<file path="src/sv/mmwf_pkg.sv">
// Shared constants and types for the median and mean window filter.
`default_nettype none

package mmwf_pkg;

    localparam int WINDOW_SIZE = 5;
    localparam int SAMPLE_W    = 16;
    localparam int SLOT_W      = (WINDOW_SIZE > 1) ? $clog2(WINDOW_SIZE) : 1;
    localparam int CNT_W       = $clog2(WINDOW_SIZE + 1);
    localparam int MEDIAN_RANK = (WINDOW_SIZE - 1) / 2;
    localparam int SUM_W       = SAMPLE_W + $clog2(WINDOW_SIZE);
    localparam int DIV_SHIFT   = SUM_W + $clog2(WINDOW_SIZE);
    localparam int MULT_W      = SUM_W + 2;
    localparam int PROD_W      = SUM_W + MULT_W;

    localparam logic [MULT_W-1:0] DIV_MULT =
        MULT_W'(((64'd1 << DIV_SHIFT) + 64'(WINDOW_SIZE) - 64'd1) / 64'(WINDOW_SIZE));
    localparam logic [SLOT_W-1:0] LAST_SLOT = SLOT_W'(WINDOW_SIZE - 1);

    typedef logic [SAMPLE_W-1:0]       t_sample;
    typedef t_sample [WINDOW_SIZE-1:0] t_window;
    typedef logic [SUM_W-1:0]          t_sum;

endpackage

`default_nettype wire

</file>
<file path="src/sv/mmwf_median.sv">
// Rank-count median selector over the whole window.
`default_nettype none

module mmwf_median (
    input  mmwf_pkg::t_window i_window,
    output mmwf_pkg::t_sample o_median
);
    import mmwf_pkg::*;

    logic [CNT_W-1:0] below [WINDOW_SIZE];
    logic [CNT_W-1:0] same  [WINDOW_SIZE];
    logic [CNT_W:0]   upper [WINDOW_SIZE];
    logic             hit   [WINDOW_SIZE];

    always_comb begin
        for (int i = 0; i < WINDOW_SIZE; i++) begin
            below[i] = '0;
            same[i]  = '0;
            for (int j = 0; j < WINDOW_SIZE; j++) begin
                if (i_window[j] < i_window[i]) begin
                    below[i] = below[i] + CNT_W'(1);
                end else if (i_window[j] == i_window[i]) begin
                    same[i] = same[i] + CNT_W'(1);
                end
            end
            upper[i] = {1'b0, below[i]} + {1'b0, same[i]};
            hit[i]   = ({1'b0, below[i]} <= (CNT_W+1)'(MEDIAN_RANK))
                    && ((CNT_W+1)'(MEDIAN_RANK) < upper[i]);
        end
    end

    // first matching entry wins
    always_comb begin
        o_median = '0;
        for (int i = WINDOW_SIZE - 1; i >= 0; i--) begin
            if (hit[i]) begin
                o_median = i_window[i];
            end
        end
    end

endmodule

`default_nettype wire

</file>
<file path="src/sv/median_and_mean_window_filter_top.sv">
// Top level of the median and mean window filter.
`default_nettype none

// Each accepted sample overwrites the oldest entry of a WINDOW_SIZE-entry ring
// window (entries never written read as zero); the block returns the median
// (lower middle for an even size) and the truncated mean of the window after
// insertion. One item is accepted every cycle unless o_stall is high; the item
// lands in the window register at the accepting edge, then a stage ranks the
// entries and sums them, and a stage divides the sum by a constant reciprocal
// multiply before the result is presented. o_stall rises only while all three
// stages are full and the output is stalled.

module median_and_mean_window_filter_top (
    input  wire               i_clk,
    input  wire               i_rst_n,
    input  wire               i_valid,
    output logic              o_stall,
    input  mmwf_pkg::t_sample i_sample,
    output logic              o_valid,
    input  wire               i_stall,
    output mmwf_pkg::t_sample o_median,
    output mmwf_pkg::t_sample o_mean
);
    import mmwf_pkg::*;

    t_window            r_window;
    logic [SLOT_W-1:0]  r_slot;
    logic [SLOT_W-1:0]  n_slot;
    logic               r_pend;
    logic               r_calc_vld;
    t_sample            r_calc_median;
    t_sum               r_calc_sum;
    logic               r_out_vld;
    t_sample            r_out_median;
    t_sample            r_out_mean;

    t_sample            n_median;
    t_sum               n_sum;
    logic [PROD_W-1:0]  prod;
    logic               out_rdy;
    logic               calc_rdy;
    logic               accept;

    assign out_rdy  = !r_out_vld || !i_stall;
    assign calc_rdy = !r_calc_vld || out_rdy;
    assign o_stall  = r_pend && !calc_rdy;
    assign accept   = i_valid && !o_stall;
    assign n_slot   = (r_slot == LAST_SLOT) ? '0 : r_slot + SLOT_W'(1);

    mmwf_median u_median (
        .i_window (r_window),
        .o_median (n_median)
    );

    always_comb begin
        n_sum = '0;
        for (int i = 0; i < WINDOW_SIZE; i++) begin
            n_sum = n_sum + SUM_W'(r_window[i]);
        end
    end

    assign prod = PROD_W'(r_calc_sum) * PROD_W'(DIV_MULT);

    always_ff @(posedge i_clk) begin
        if (!i_rst_n) begin
            r_window <= '0;
            r_slot   <= '0;
        end else if (accept) begin
            r_window[r_slot] <= i_sample;
            r_slot           <= n_slot;
        end
    end

    always_ff @(posedge i_clk) begin
        if (!i_rst_n) begin
            r_pend     <= 1'b0;
            r_calc_vld <= 1'b0;
            r_out_vld  <= 1'b0;
        end else begin
            if (accept) begin
                r_pend <= 1'b1;
            end else if (calc_rdy) begin
                r_pend <= 1'b0;
            end
            if (calc_rdy) begin
                r_calc_vld <= r_pend;
            end
            if (out_rdy) begin
                r_out_vld <= r_calc_vld;
            end
        end
    end

    always_ff @(posedge i_clk) begin
        if (calc_rdy && r_pend) begin
            r_calc_median <= n_median;
            r_calc_sum    <= n_sum;
        end
        if (out_rdy && r_calc_vld) begin
            r_out_median <= r_calc_median;
            r_out_mean   <= prod[DIV_SHIFT +: SAMPLE_W];
        end
    end

    assign o_valid  = r_out_vld;
    assign o_median = r_out_median;
    assign o_mean   = r_out_mean;

endmodule

`default_nettype wire

</file>
<file path="config.mk">
export PLATFORM = sky130hd
export DESIGN_NAME = median_and_mean_window_filter_top
export DESIGN_NICKNAME = d
export VERILOG_FILES = /design/src/sv/mmwf_pkg.sv /design/src/sv/mmwf_median.sv /design/src/sv/median_and_mean_window_filter_top.sv
export SDC_FILE = /design/constraint.sdc
export NUM_CORES = 1
export LEC_CHECK = 0
export BUFFER_PORTS_ARGS = -buffer_cell sky130_fd_sc_hd__buf_2
export CAP_MARGIN = 5
export CORE_ASPECT_RATIO = 0.9
export CORE_UTILIZATION = 35
export CTS_BUF_LIST = sky130_fd_sc_hd__clkbuf_8 sky130_fd_sc_hd__clkbuf_16
export CTS_CLUSTER_DIAMETER = 30
export DETAILED_ROUTE_END_ITERATION = 8
export PLACE_DENSITY = 0.53
export RECOVER_POWER = 25
export SKIP_LAST_GASP = 1
export SYNTH_ARGS = -nofsm -noshare
export SYNTH_HDL_FRONTEND = slang
export SYNTH_SLANG_ARGS = --single-unit
</file>
<file path="constraint.sdc">
create_clock -name i_clk -period 7.2 [get_ports i_clk]
set_input_delay 1.8 -clock i_clk [delete_from_list [all_inputs] [get_ports i_clk]]
set_output_delay 1.8 -clock i_clk [all_outputs]
set_load 0.05 [all_outputs]
</file>
==> impl_summary.md, run 1 <==
Status
The run finished, with violations left. The checks that failed: capacitance limit, slew limit.

Timing
The number of endpoints failing setup at the final stage is 0. The final critical path time including I/O delays and setup is 6.47 ns. Setup repair after global routing left no endpoint under its margin. The final clock period utilization by the worst path is 89.9%. The hold violation count in the final report was 0.

Summed over all failing endpoints, the final setup total negative slack is 0 ns. The number of pins exceeding their max-slew limit in the final report is 69. The worst slack on hold paths is 0.423 ns. The transition time of the tightest slew-check pin is 2.41 ns.

Across the routed clock network, the largest skew measured is approximately 0.025 ns. The relative max-transition margin is -60.7%. Static timing analysis puts the maximum clock frequency at 155 MHz.

Final layout
The number of nets at the end of the flow is 2536. Once layout is complete, the utilization of the core stands at 38.8%. The share of post-route cells with drive strength above 1 is 7.64%.

The finished layout holds approximately 2700 standard cells, fillers aside. In the layout the commonest cells are 361 x sky130_fd_sc_hd__ha_1, 280 x sky130_fd_sc_hd__inv_1, 231 x sky130_fd_sc_hd__nand2_1, 151 x sky130_fd_sc_hd__fa_1, 93 x sky130_fd_sc_hd__a21oi_1. Leaving out fill and tap cells, the most frequent cell in the layout is sky130_fd_sc_hd__ha_1. The synthesis-to-layout area growth is 9.04%.

Synthesis
Synthesis produced a netlist whose cell count is 1947. The cell area after technology mapping is 18400 um^2. Among all flip-flop cells after synthesis, the most frequent one is sky130_fd_sc_hd__dfxtp_1. The share of the synthesized area in the top cell type is about 25%. The cell accounting for the most synthesized area is sky130_fd_sc_hd__ha_1.

The fraction of synthesis flops using an asynchronous set or reset pin is 0%. Summing the sequential cell areas from Yosys gives 20.3% of the chip area. The count of unique library cells instantiated by Yosys is 87. In this run, synthesis inferred 67 flip-flops with an integrated enable. The synthesized flop and latch total is 153. During synthesis, Yosys emitted a total of 0 warnings. The net count of the mapped netlist is between 2000 and 2500. By area the synthesized netlist is led by sky130_fd_sc_hd__ha_1 25%, sky130_fd_sc_hd__fa_1 16%, sky130_fd_sc_hd__edfxtp_1 11%, sky130_fd_sc_hd__dfxtp_1 9.4%, sky130_fd_sc_hd__inv_1 5.6%.

The mean cell area of the mapped netlist is 9.46 um^2.

Setup path
The worst setup path is of the flip-flop to flip-flop kind. The critical path endpoint category is a flip-flop. The number of cells traversed by the worst register-to-register path is 24. The startpoint of the lowest-slack register-to-register path is r_window[69]. The worst setup slack for register-to-register paths is 0.73 ns.

STA classifies the critical path startpoint as a flip-flop. The critical path goes through inv_1, ha_1, a21oi_1, o21ai_0, a221o_1, a2111o_1, inv_1, nor3_1, ha_1, mux2_2, ha_1, mux2_2, ha_1, mux2_2, ha_1, xnor2_1, xnor2_1, ha_1, o21ai_0, nand2_1, nand4_1, mux2i_1, a21oi_1, o21ai_0. The slowest stage of the critical path is the sky130_fd_sc_hd__a2111o_1 cell. The required time at the endpoint of the critical path is 7.39 ns. The most critical setup path has its startpoint at r_window[69].

The delay of the slowest critical-path stage is 0.54 ns. Counting stages on the worst path, the most repeated cell is sky130_fd_sc_hd__ha_1. STA puts the critical path data arrival time at roughly 6.7 ns. The worst register-to-register path ends at r_calc_median[15].

Of all nets on the critical path, the largest fanout is 16.

Power and ir drop
The static leakage is 9.28 nW. Dividing total power by cell area gives a power density of roughly 380 nW/um^2. IR analysis of the VDD net gives a maximum drop of 399 uV. After layout, the design draws a total of 0.00767 W.

Route
The detail route stage leaves a number of antenna-violating nets equal to 0. Dividing the detail-routed wire length by the instance count gives about 19 um. The pre-antenna-repair detailed-routing pass consisted of 5 iterations. The detail-routed via count per cell is approximately 5.3. The total vias in the final route is 14300. After detailed routing, the number of remaining DRC violations is 0.

Wires add up to 51800 um. The DRC violation total after the first TritonRoute iteration is 941.

Clock network
The buffer depth of the longest clock path is 2. The clock buffer count from CTS is 17. The clock insertion delay at the later pin of the skew report is 0.48 ns. The CTS root buffer is sky130_fd_sc_hd__clkbuf_16.

Post-CTS repair changed the size of 0 cells. The number of sinks handled by clock tree synthesis is 153. The H-tree depth is 4.

Clock-pin slew was measured on the worst setup and hold paths at 0.08 ns. Buffers inserted to repair hold after CTS numbered 0. Buffers added to address setup during post-CTS repair amount to 0.

The clock tree from TritonCTS is yes.

Global route
The number of global-route vias before repair came to about 14000. The largest net degree at the start of global routing is between 60 and 70. The global-route total usage across every layer is between 15 and 20%. After global routing the overflow that remains totals 0. The first global-routing pass estimated 79800 um of wire.

The initial antenna violation count is 1.

Die
The number of I/O pins is 54. The initial cell density of the core is 35.5%. The number of cell rows is 79.

The die area is 53500 um^2. The die is roughly 220 um tall. Measured along the x axis, the die boundary spans 244 um.

The area of the core is between 50000 and 60000 um^2.

Worst hold path
Along the worst hold path, the cell count comes to 0. The startpoint identified for the worst hold timing path is r_calc_median[8]. The path with the worst hold slack has its endpoint at o_median[8]. The worst hold path belongs to the class flip-flop to flip-flop.

Placement
Including well taps, the total number of placed cells is ~2700. The sum of net half-perimeters after detailed placement is 42800 um. Port buffering added 53 buffers. The weighted congestion at the end of routability-driven global placement is ~0.94.

Job
Across the run, the number of max-cap violations was 2.
==> layer usage <==
metal | part of all wire (%) | GRT usage [%] | routed length (um)
met1 | 48 | 27.2 | 24800
met2 | 45 | 31.4 | 23400
met3 | 4.8 | 2.76 | 2470
met4 | 2.1 | 5.58 | 1090
met5 | 0 | 0 | 0
==> critical path, delay by kind of cell, from the launching register on <==
family	cells	cell delay, ns
adders and majority gates	6	1.63
AOI/OAI and AO/OA	7	1.66
buffers and inverters	2	0.24
muxes	4	0.95
xor gates and xnor gates	2	0.32
and+or+nand+nor	3	0.82
DFF	1	0.53
==> cell usage after synthesis, types with 10 or more instances <==
library cell / number
sky130_fd_sc_hd__nand2_1: 231
sky130_fd_sc_hd__o211ai_1: 12
sky130_fd_sc_hd__o21a_1: 18
sky130_fd_sc_hd__nand4_1: 54
sky130_fd_sc_hd__edfxtp_1: 67
sky130_fd_sc_hd__a21boi_0: 85
sky130_fd_sc_hd__ha_1: 361
sky130_fd_sc_hd__inv_1: 277
sky130_fd_sc_hd__mux2i_1: 22
sky130_fd_sc_hd__nor2b_1: 23
sky130_fd_sc_hd__and3_1: 12
sky130_fd_sc_hd__fa_1: 151
sky130_fd_sc_hd__a21oi_1: 93
sky130_fd_sc_hd__nor2_1: 75
sky130_fd_sc_hd__nor3_1: 21
sky130_fd_sc_hd__mux2_2: 15
sky130_fd_sc_hd__dfxtp_1: 86
sky130_fd_sc_hd__o21ai_1: 15
sky130_fd_sc_hd__xnor2_1: 43
sky130_fd_sc_hd__nand3_1: 22
sky130_fd_sc_hd__o21ai_0: 41
sky130_fd_sc_hd__clkbuf_1: 24
sky130_fd_sc_hd__a31oi_1: 10
sky130_fd_sc_hd__a22oi_1: 18
sky130_fd_sc_hd__a21o_1: 21
sky130_fd_sc_hd__xor2_1: 18
==> where the power goes <==
part           total (W)  switching, W  internal, W
clock           0.000921      0.000424     0.000496
sequential       0.00118     0.0000613      0.00112
combinational    0.00558       0.00341      0.00217
==> registers in the layout (all words and copies together) (netlist names) <==
name and count:
o_mean 16, r_calc_sum 19, r_calc_vld 1, r_calc_median 16
o_valid 1, r_pend 1, o_median 16, r_window 80
r_slot 3
==> metrics by stage <==
stage	area [um^2]	setup WS (ns)
3_5_place_dp	19500	0.803
3_3_place_gp	19500	0.923
5_1_grt	20100	0.476
6_report	20100	0.729
4_1_cts	20100	0.751
2_1_floorplan	18400	1.45
==> how the worst max path moves through the flow <==
| stage | to | slack [ns] | depth (start not counted) |
|---|---|---|---|
| floorplan | o_mean[10] | 1.45 | 21 |
| global placement | r_calc_median[8] | 0.92 | 24 |
| detailed placement | r_calc_median[15] | 0.80 | 24 |
| global route | r_calc_median[15] | 0.48 | 24 |
| CTS | r_calc_median[15] | 0.75 | 24 |
| finish | r_calc_median[15] | 0.73 | 24 |
==> cell type report <==
cell class                 count  area, um^2
multi-input combinational   1480       13500
tap                          688         861
antenna                        1        2.50
inverter                     278        1040
clock buffer                  18         450
timing repair buffer          74         413
sequential                   153        3730
clock inverter                14         116
fill                        5209       31700
==> cells by family (layout without fill, tap and decap cells) <==
logic type | count (synthesis) | after routing | synth area share (%)
and+or+nand+nor | 492 | 492 | 12.7
buffers and inverters | 314 | 384 | 6.84
adders and majority gates | 512 | 512 | 40.9
other | 0 | 1 | 0
xor gates and xnor gates | 61 | 61 | 2.90
AOI/OAI and AO/OA | 378 | 378 | 14.2
DFF | 153 | 153 | 20.3
muxes | 37 | 37 | 2.11
Power figures use the tool's default switching activity.
==> inputs of run 2 (changes only) <==
--- a/config.mk
+++ b/config.mk
@@ -7,12 +7,14 @@
 export LEC_CHECK = 0
 export BUFFER_PORTS_ARGS = -buffer_cell sky130_fd_sc_hd__buf_2
 export CAP_MARGIN = 5
+export CELL_PAD_IN_SITES_DETAIL_PLACEMENT = 2
+export CELL_PAD_IN_SITES_GLOBAL_PLACEMENT = 2
 export CORE_ASPECT_RATIO = 0.9
 export CORE_UTILIZATION = 35
 export CTS_BUF_LIST = sky130_fd_sc_hd__clkbuf_8 sky130_fd_sc_hd__clkbuf_16
 export CTS_CLUSTER_DIAMETER = 30
 export DETAILED_ROUTE_END_ITERATION = 8
-export PLACE_DENSITY = 0.53
+export PLACE_DENSITY = 0.74
 export RECOVER_POWER = 25
 export SKIP_LAST_GASP = 1
 export SYNTH_ARGS = -nofsm -noshare
==> impl_summary.md, run 2 (synthesized netlist as in run 1, its figures left out) <==
Worst hold path
The number of cells on the worst hold path came to 0 (unchanged). The start point of the worst hold path is r_calc_median[8]. The tightest min-delay check is of the flip-flop to flip-flop type.

Final layout
The number of fillers in the final layout is 5737 (+10%). The number of nets at the end of the flow came to 2537 (+0.039%). The area used by multi-input combinational logic was 13500 um^2 (unchanged). The final antenna diode count came to 0 (-1). The flip-flop count of the largest register, all copies and words added is 80 (unchanged). The library cells used most frequently in the layout, excluding fill and tap cells, are 361 x sky130_fd_sc_hd__ha_1, 277 x sky130_fd_sc_hd__inv_1, 231 x sky130_fd_sc_hd__nand2_1, 151 x sky130_fd_sc_hd__fa_1, 93 x sky130_fd_sc_hd__a21oi_1.

The sequential cell area was 3730 um^2 (unchanged). The area growth from synthesis to layout is 9.29%. The final core utilization is 38.9% (+0.089 points). In the final layout, the registers with the most flip-flops are r_window x80, r_calc_sum x19. The count of placed standard cells in the final layout, fillers left out was 2706 (unchanged). The share of post-route cells with drive strength above 1 is 7.83% (+0.19 points). r_window holds more flip-flops than any other register. The most common library cell in the layout ignoring fill and taps is sky130_fd_sc_hd__ha_1.

Setup path
The delay of the slowest critical-path stage is 0.57 ns (+0.03 ns). The required time at the endpoint of the critical path is 7.41 ns (+0.02 ns). STA classifies the critical path endpoint as a flip-flop. The cell family with the largest share of critical-path delay is simple AND/OR/NAND/NOR gates. The cell occurring most often along the worst timing path is sky130_fd_sc_hd__ha_1. The critical-path maximum fanout came to 16 (unchanged). The worst setup slack for register-to-register paths is 0.66 ns (-0.07 ns). The startpoint of the lowest-slack register-to-register path is r_window[70]. The arrival time reported for the critical path endpoint is 6.75 ns (+0.09 ns).

The most critical setup path has its startpoint at r_window[70]. The critical path buffer and inverter count is 2 (unchanged). In this run the critical register-to-register path is captured at r_calc_median[0]. The worst setup path is launched from a flip-flop. The number of cells traversed by the worst register-to-register path is 22 (-8.3%).

The number of cells on the critical path is 22 (-8.3%). The worst setup path endpoint is r_calc_median[0]. The critical path goes through inv_1, ha_1, nand4_1, nor4_1, nand3_1, inv_1, ha_1, mux2_2, ha_1, mux2_2, ha_1, mux2_2, ha_1, ha_1, a21oi_1, nand3_1, o21ai_0, nand2_1, nand4_1, mux2i_1, a21oi_1, o21ai_0. The critical path start-end classification is flip-flop to flip-flop. The slowest stage of the critical path is the sky130_fd_sc_hd__nor4_1 cell.

Route
The wire length per cell was 23.2 um (+21%). The final wirelength was 62900 um (+21%). The total vias in the final route is 14600 (+2.6%). The DRC violation total after the first TritonRoute iteration is 603 (-36%). The number of remaining DRC errors was 0 (unchanged). The detail-routed via count per cell is 5.41 (+2.6%). The iteration count of the initial detailed-routing pass came to 5 (unchanged). The number of routed nets with antenna violations is 0 (unchanged).

Global route
The largest net degree at the start of global routing came to 59 (-3.3%). The global-route total usage across every layer is 24.3% (+4.8 points). The first-pass GRT wire length was 98000 um (+23%). The number of global-route vias before repair is 16900 (+19%).

The total overflow reported by the global router is 0 (unchanged). The initial antenna violation count is 1 (unchanged).

Clock network
The buffer depth of the longest clock path is 2 (unchanged). The clock tree from TritonCTS is yes. The clock buffer count from CTS is 17 (unchanged). The post-cts repair resize count is 0 (unchanged). The post-CTS setup buffer count was 0 (unchanged).

The number of sinks handled by clock tree synthesis came to 153 (unchanged). The hold buffer count at CTS is 0 (unchanged). The H-tree depth was 4 (unchanged).

The CTS root buffer is sky130_fd_sc_hd__clkbuf_16. The clock insertion delay at the later pin of the skew report was 0.48 ns (about the same). The clock-pin slew reported for the worst setup and hold paths after clock tree synthesis came to 0.08 ns (about the same).

Timing
The number of pins exceeding their max-slew limit in the final report is 69 (unchanged). The transition time of the tightest slew-check pin is 2.58 ns (+0.171 ns). The final total negative setup slack came to 0 ns (unchanged).

The final clock period utilization by the worst path is 90.8% (+0.93 points). Setup repair after global routing left no endpoint under its margin. The largest clock skew in the final design was 0.0153 ns (-0.0101 ns). The achievable clock frequency is 153 MHz (-1.0%). The hold violation count in the final report is 0 (unchanged).

The number of endpoints failing setup at the final stage came to 0 (unchanged). The relative max-transition margin came to -72.1% (-11 points). The final critical path time including I/O delays and setup is 6.54 ns (+0.0666 ns).

Die
The chip width is 244 um (unchanged). The die area is 53500 um^2 (unchanged). The area of the core is 51800 um^2 (unchanged). The vertical die dimension is 220 um (unchanged). The number of cell rows came to 79 (unchanged). The number of I/O pins came to 54 (unchanged). The initial cell density of the core is 35.5% (unchanged).

Placement
The count of port buffers added during placement was 53 (unchanged). The sum of net half-perimeters after detailed placement came to 52900 um (+24%). The number of placed instances, taps included is 2674 (+0.037%).

The weighted congestion at the end of routability-driven global placement is 0.949 (+0.86%).

Job
The max-capacitance violation count is 2 (unchanged).

Power and ir drop
The post-layout total power is 0.00810 W (+5.5%). The peak supply drop is 426 uV (+6.9%). The power density over the cells is 402 nW/um^2 (+5.3%). The static leakage is 9.30 nW (+0.19%).

Status
The checks that failed: capacitance limit, slew limit. The run finished, with violations left.
-- run 2: how the worst min path moves through the flow --
| stage | to | slack (ns) |
|---|---|---|
| 3_5_place_dp | o_median[8] | 0.42 |
| 2_1_floorplan | o_median[0] | 0.40 |
| 5_1_grt | o_median[8] | 0.44 |
| 3_3_place_gp | o_median[9] | 0.42 |
| 6_report | o_median[8] | 0.43 |
| 4_1_cts | o_median[8] | 0.43 |
-- run 2: layout make-up --
| class | instances | area share, % |
|---|---|---|
| clock buffers | 18 | 2.24 |
| flip-flops and latches | 153 | 18.6 |
| multi-input cells | 1480 | 66.9 |
| repair buffers | 75 | 2.09 |
| inverters | 278 | 5.19 |
| well taps | 688 | 4.28 |
| clock inverters | 14 | 0.783 |
-- run 2: power by group --
group	switching [W]	total, W	internal [W]
Combinational	0.00369	0.00593	0.00224
Clock	0.000447	0.000986	0.000540
Sequential	0.0000654	0.00118	0.00112
Total	0.00420	0.00810	0.00390
-- run 2: metal layers --
| metal | routed length (um) | track usage [%] | part of all wire (%) | vias up |
|---|---|---|---|---|
| met4 | 1870 | 8.63 | 3.0 | 0 |
| met2 | 30700 | 42.7 | 49 | 215 |
| met1 | 28600 | 31.0 | 45 | 7453 |
| li1 | - | - | - | 6876 |
| met5 | 0 | 0 | 0 | - |
| met3 | 1690 | 2.61 | 2.7 | 83 |
-- run 2: worst reg2reg max path, stage by stage, from the launching register on --
cell and delay (ns):
sky130_fd_sc_hd__dfxtp_1 0.55, sky130_fd_sc_hd__inv_1 0.14, sky130_fd_sc_hd__ha_1 0.34, sky130_fd_sc_hd__nand4_1 0.16, sky130_fd_sc_hd__nor4_1 0.57, sky130_fd_sc_hd__nand3_1 0.42, sky130_fd_sc_hd__inv_1 0.25, sky130_fd_sc_hd__ha_1 0.26
sky130_fd_sc_hd__mux2_2 0.30, sky130_fd_sc_hd__ha_1 0.28, sky130_fd_sc_hd__mux2_2 0.28, sky130_fd_sc_hd__ha_1 0.29, sky130_fd_sc_hd__mux2_2 0.27, sky130_fd_sc_hd__ha_1 0.35, sky130_fd_sc_hd__ha_1 0.30, sky130_fd_sc_hd__a21oi_1 0.17
sky130_fd_sc_hd__nand3_1 0.09, sky130_fd_sc_hd__o21ai_0 0.07, sky130_fd_sc_hd__nand2_1 0.48, sky130_fd_sc_hd__nand4_1 0.30, sky130_fd_sc_hd__mux2i_1 0.11, sky130_fd_sc_hd__a21oi_1 0.20, sky130_fd_sc_hd__o21ai_0 0.10
-- run 2: per-stage QoR --
stage,cell area [um^2],setup slack [ns],hold slack [ns]
2_1_floorplan,18400,1.45,0.400
3_3_place_gp,19500,0.975,0.421
3_5_place_dp,19500,0.697,0.418
4_1_cts,20100,0.688,0.434
5_1_grt,20100,0.375,0.443
6_report,20100,0.663,0.430
==> inputs of run 3 (changes only) <==
--- a/config.mk
+++ b/config.mk
@@ -7,7 +7,7 @@
 export LEC_CHECK = 0
 export BUFFER_PORTS_ARGS = -buffer_cell sky130_fd_sc_hd__buf_2
 export CAP_MARGIN = 5
-export CELL_PAD_IN_SITES_DETAIL_PLACEMENT = 2
+export CELL_PAD_IN_SITES_DETAIL_PLACEMENT = 1
 export CELL_PAD_IN_SITES_GLOBAL_PLACEMENT = 2
 export CORE_ASPECT_RATIO = 0.9
 export CORE_UTILIZATION = 35
==> impl_summary.md, run 3 (synthesized netlist as in run 1, its figures left out) <==
Status
The flow ran to the end, but the final reports show violations. The checks that failed: capacitance limit, slew limit.

Die
The chip width is 244 um (unchanged). The area of the core is 51800 um^2 (unchanged). The vertical die dimension came to 220 um (unchanged). The number of I/O pins is 54 (unchanged).

The number of cell rows came to 79 (unchanged). The initial cell density of the core is 35.5% (unchanged). The die area was 53500 um^2 (unchanged).

Clock network
The number of sinks handled by clock tree synthesis came to 153 (unchanged). The hold buffer count at CTS came to 0 (unchanged). The CTS root buffer is sky130_fd_sc_hd__clkbuf_16. The clock insertion delay at the later pin of the skew report is 0.47 ns (about the same). The post-CTS setup buffer count is 0 (unchanged). The H-tree depth is 4 (unchanged). The clock tree from TritonCTS is yes. The buffer depth of the longest clock path is 2 (unchanged). The post-cts repair resize count was 0 (unchanged). The clock-pin slew reported for the worst setup and hold paths after clock tree synthesis came to 0.07 ns (about the same). The clock buffer count from CTS was 17 (unchanged).

Timing
The number of pins exceeding their max-slew limit in the final report is 69 (unchanged). The hold violation count in the final report is 0 (unchanged). The achievable clock frequency was 155 MHz (+1.5%).

The final critical path time including I/O delays and setup is 6.44 ns (-0.0996 ns). The largest clock skew in the final design is 0.0175 ns (+0.00224 ns). The worst slack on hold paths is 0.425 ns (-0.00512 ns). The transition time of the tightest slew-check pin was 2.47 ns (-0.113 ns). Setup repair after global routing left no endpoint under its margin. The final worst-path setup slack is 0.762 ns (+0.0996 ns). The relative max-transition margin came to -64.5% (+7.6 points). The final clock period utilization by the worst path is 89.4% (-1.4 points).

The number of endpoints failing setup at the final stage is 0 (unchanged). The final total negative setup slack came to 0 ns (unchanged).

Route
The number of remaining DRC errors was 0 (unchanged). The number of routed nets with antenna violations was 0 (unchanged). The detail-routed via count per cell is 5.30 (-2.0%). The iteration count of the initial detailed-routing pass is 5 (unchanged).

The DRC violation total after the first TritonRoute iteration is 682 (+13%). The wire length per cell is 21.0 um (-9.5%). The total vias in the final route is 14300 (-2.1%). The final wirelength was 56900 um (-9.6%).

Placement
The weighted congestion at the end of routability-driven global placement is 0.949 (unchanged). The count of port buffers added during placement is 53 (unchanged). The sum of net half-perimeters after detailed placement is 47700 um (-9.8%). The worst setup timing slack at the placement stage came to 0.828 ns (+0.131 ns). The number of placed instances, taps included is 2674 (unchanged).

Final layout
The number of fillers in the final layout came to 6012 (+4.8%). The number of nets at the end of the flow is 2537 (unchanged). The sequential cell area is 3730 um^2 (unchanged). The flip-flop count of the largest register, all copies and words added is 80 (unchanged). More flip-flops sit in one register than any other, and that register is r_window. The final antenna diode count was 0 (unchanged). Leaving out fill and tap cells, the most frequent cell in the layout is sky130_fd_sc_hd__ha_1. The largest registers in the layout are r_window x80, r_calc_sum x19.

The area growth from synthesis to layout is 8.77%. The share of post-route cells with drive strength above 1 is 7.64% (-0.19 points). The count of placed standard cells in the final layout, fillers left out was 2704 (-0.074%).

In the layout the commonest cells are 361 x sky130_fd_sc_hd__ha_1, 278 x sky130_fd_sc_hd__inv_1, 231 x sky130_fd_sc_hd__nand2_1, 151 x sky130_fd_sc_hd__fa_1, 93 x sky130_fd_sc_hd__a21oi_1. The area used by multi-input combinational logic is 13400 um^2 (about the same).

Global route
The number of global-route vias before repair is 15600 (-7.7%). The initial antenna violation count is 0 (-1). The global-route total usage across every layer is 22.0% (-2.4 points).

The total overflow reported by the global router is 0 (unchanged). The largest net degree at the start of global routing is 59 (unchanged). The first-pass GRT wire length came to 89200 um (-9.0%).

Setup path
The required time at the endpoint of the critical path is 7.41 ns (about the same). STA classifies the critical path endpoint as a flip-flop. STA classifies the critical path startpoint as a flip-flop. The arrival time reported for the critical path endpoint is 6.65 ns (-0.10 ns). The critical-path maximum fanout is 16 (unchanged). The critical path is of the flip-flop to flip-flop type. The number of cells traversed by the worst register-to-register path is 24 (+9.1%).

Power and ir drop
The peak supply drop is 317 uV (-26%). The cell internal power dissipation is 0.00377 W (-3.2%). The clock share of power is 11.1% (-1.1 points). The post-layout total power is 0.00776 W (-4.2%). The switching power as a share of total power is 51.4% (-0.48 points). The net switching power of the design is 0.00399 W (-5.0%). The register share of total power was 15.2% (+0.6 points). The static leakage is 9.26 nW (-0.43%). The combinational power share came to 73.7% (+0.5 points).

The power density over the cells is 387 nW/um^2 (-3.7%).

Worst hold path
The number of cells on the worst hold path is 0 (unchanged). The worst hold path belongs to the class flip-flop to flip-flop.

Job
The max-capacitance violation count was 2 (unchanged).
[run 3: cell count changes in the layout (fill, tap and decap cells not counted), sizes merged]
cell | previous run | this run
clkinvlp | 1 | 2
clkbuf | 22 | 23
inv | 285 | 284
clkinv | 4 | 3
bufinv | 2 | 0
[run 3: critical path: stages (launching register included)]
cell,delay [ns]
sky130_fd_sc_hd__dfxtp_1,0.52
sky130_fd_sc_hd__inv_1,0.11
sky130_fd_sc_hd__ha_1,0.31
sky130_fd_sc_hd__a21o_1,0.18
sky130_fd_sc_hd__a21o_1,0.20
sky130_fd_sc_hd__a221o_1,0.33
sky130_fd_sc_hd__a2111o_1,0.51
sky130_fd_sc_hd__inv_1,0.13
sky130_fd_sc_hd__nor3_1,0.07
sky130_fd_sc_hd__ha_1,0.29
sky130_fd_sc_hd__mux2_2,0.30
sky130_fd_sc_hd__ha_1,0.28
sky130_fd_sc_hd__mux2_2,0.28
sky130_fd_sc_hd__ha_1,0.28
sky130_fd_sc_hd__mux2_2,0.27
sky130_fd_sc_hd__ha_1,0.21
sky130_fd_sc_hd__xnor2_1,0.19
sky130_fd_sc_hd__xnor2_1,0.15
sky130_fd_sc_hd__ha_1,0.26
sky130_fd_sc_hd__o21ai_0,0.18
sky130_fd_sc_hd__nand2_1,0.48
sky130_fd_sc_hd__nand4_1,0.28
sky130_fd_sc_hd__mux2i_1,0.09
sky130_fd_sc_hd__a21oi_1,0.19
sky130_fd_sc_hd__o21ai_1,0.07
[run 3: final timing paths]
check | from | endpoint | slack, ns
setup / recovery | r_window[73] | r_calc_median[12] | 0.76
hold / removal | r_calc_median[8] | o_median[8] | 0.42
setup reg to reg | r_window[73] | r_calc_median[12] | 0.76
hold reg to reg | r_calc_median[8] | o_median[8] | 0.42
[run 3: area by class of cell]
| class | instances | area share, % |
|---|---|---|
| multi-input cells | 1480 | 67.1 |
| flip-flops and latches | 153 | 18.6 |
| inverters | 278 | 5.21 |
| well taps | 688 | 4.30 |
| clock buffers | 19 | 2.26 |
| repair buffers | 75 | 2.10 |
| clock inverters | 11 | 0.356 |
[run 3: metal layers]
metal	track usage, %	share of wire, %	up-vias
met3	2.78	3.1	63
met2	37.4	47	239
met5	0	0	-
met4	6.42	2.2	0
met1	29.1	48	7162
li1	-	-	6860
[run 3: stage by stage]
step / util (%) / cell area, um^2
after floorplan: - / 18400
after global placement: 37.7 / 19500
after detailed placement: 37.7 / 19500
after CTS: 38.7 / 20000
after global routing: 38.7 / 20000
final: 38.7 / 20000
[run 3: power groups by stage]
| stage | clock network (W) | registers, W | logic (W) |
|---|---|---|---|
| after global routing | 0.000924 | 0.00119 | 0.00641 |
| after detailed placement | 0 | 0.00120 | 0.00574 |
| final | 0.000865 | 0.00118 | 0.00572 |
| after floorplan | 0 | 0.00131 | 0.00434 |
| after CTS | 0.000896 | 0.00118 | 0.00578 |
| after global placement | 0 | 0.00120 | 0.00554 |
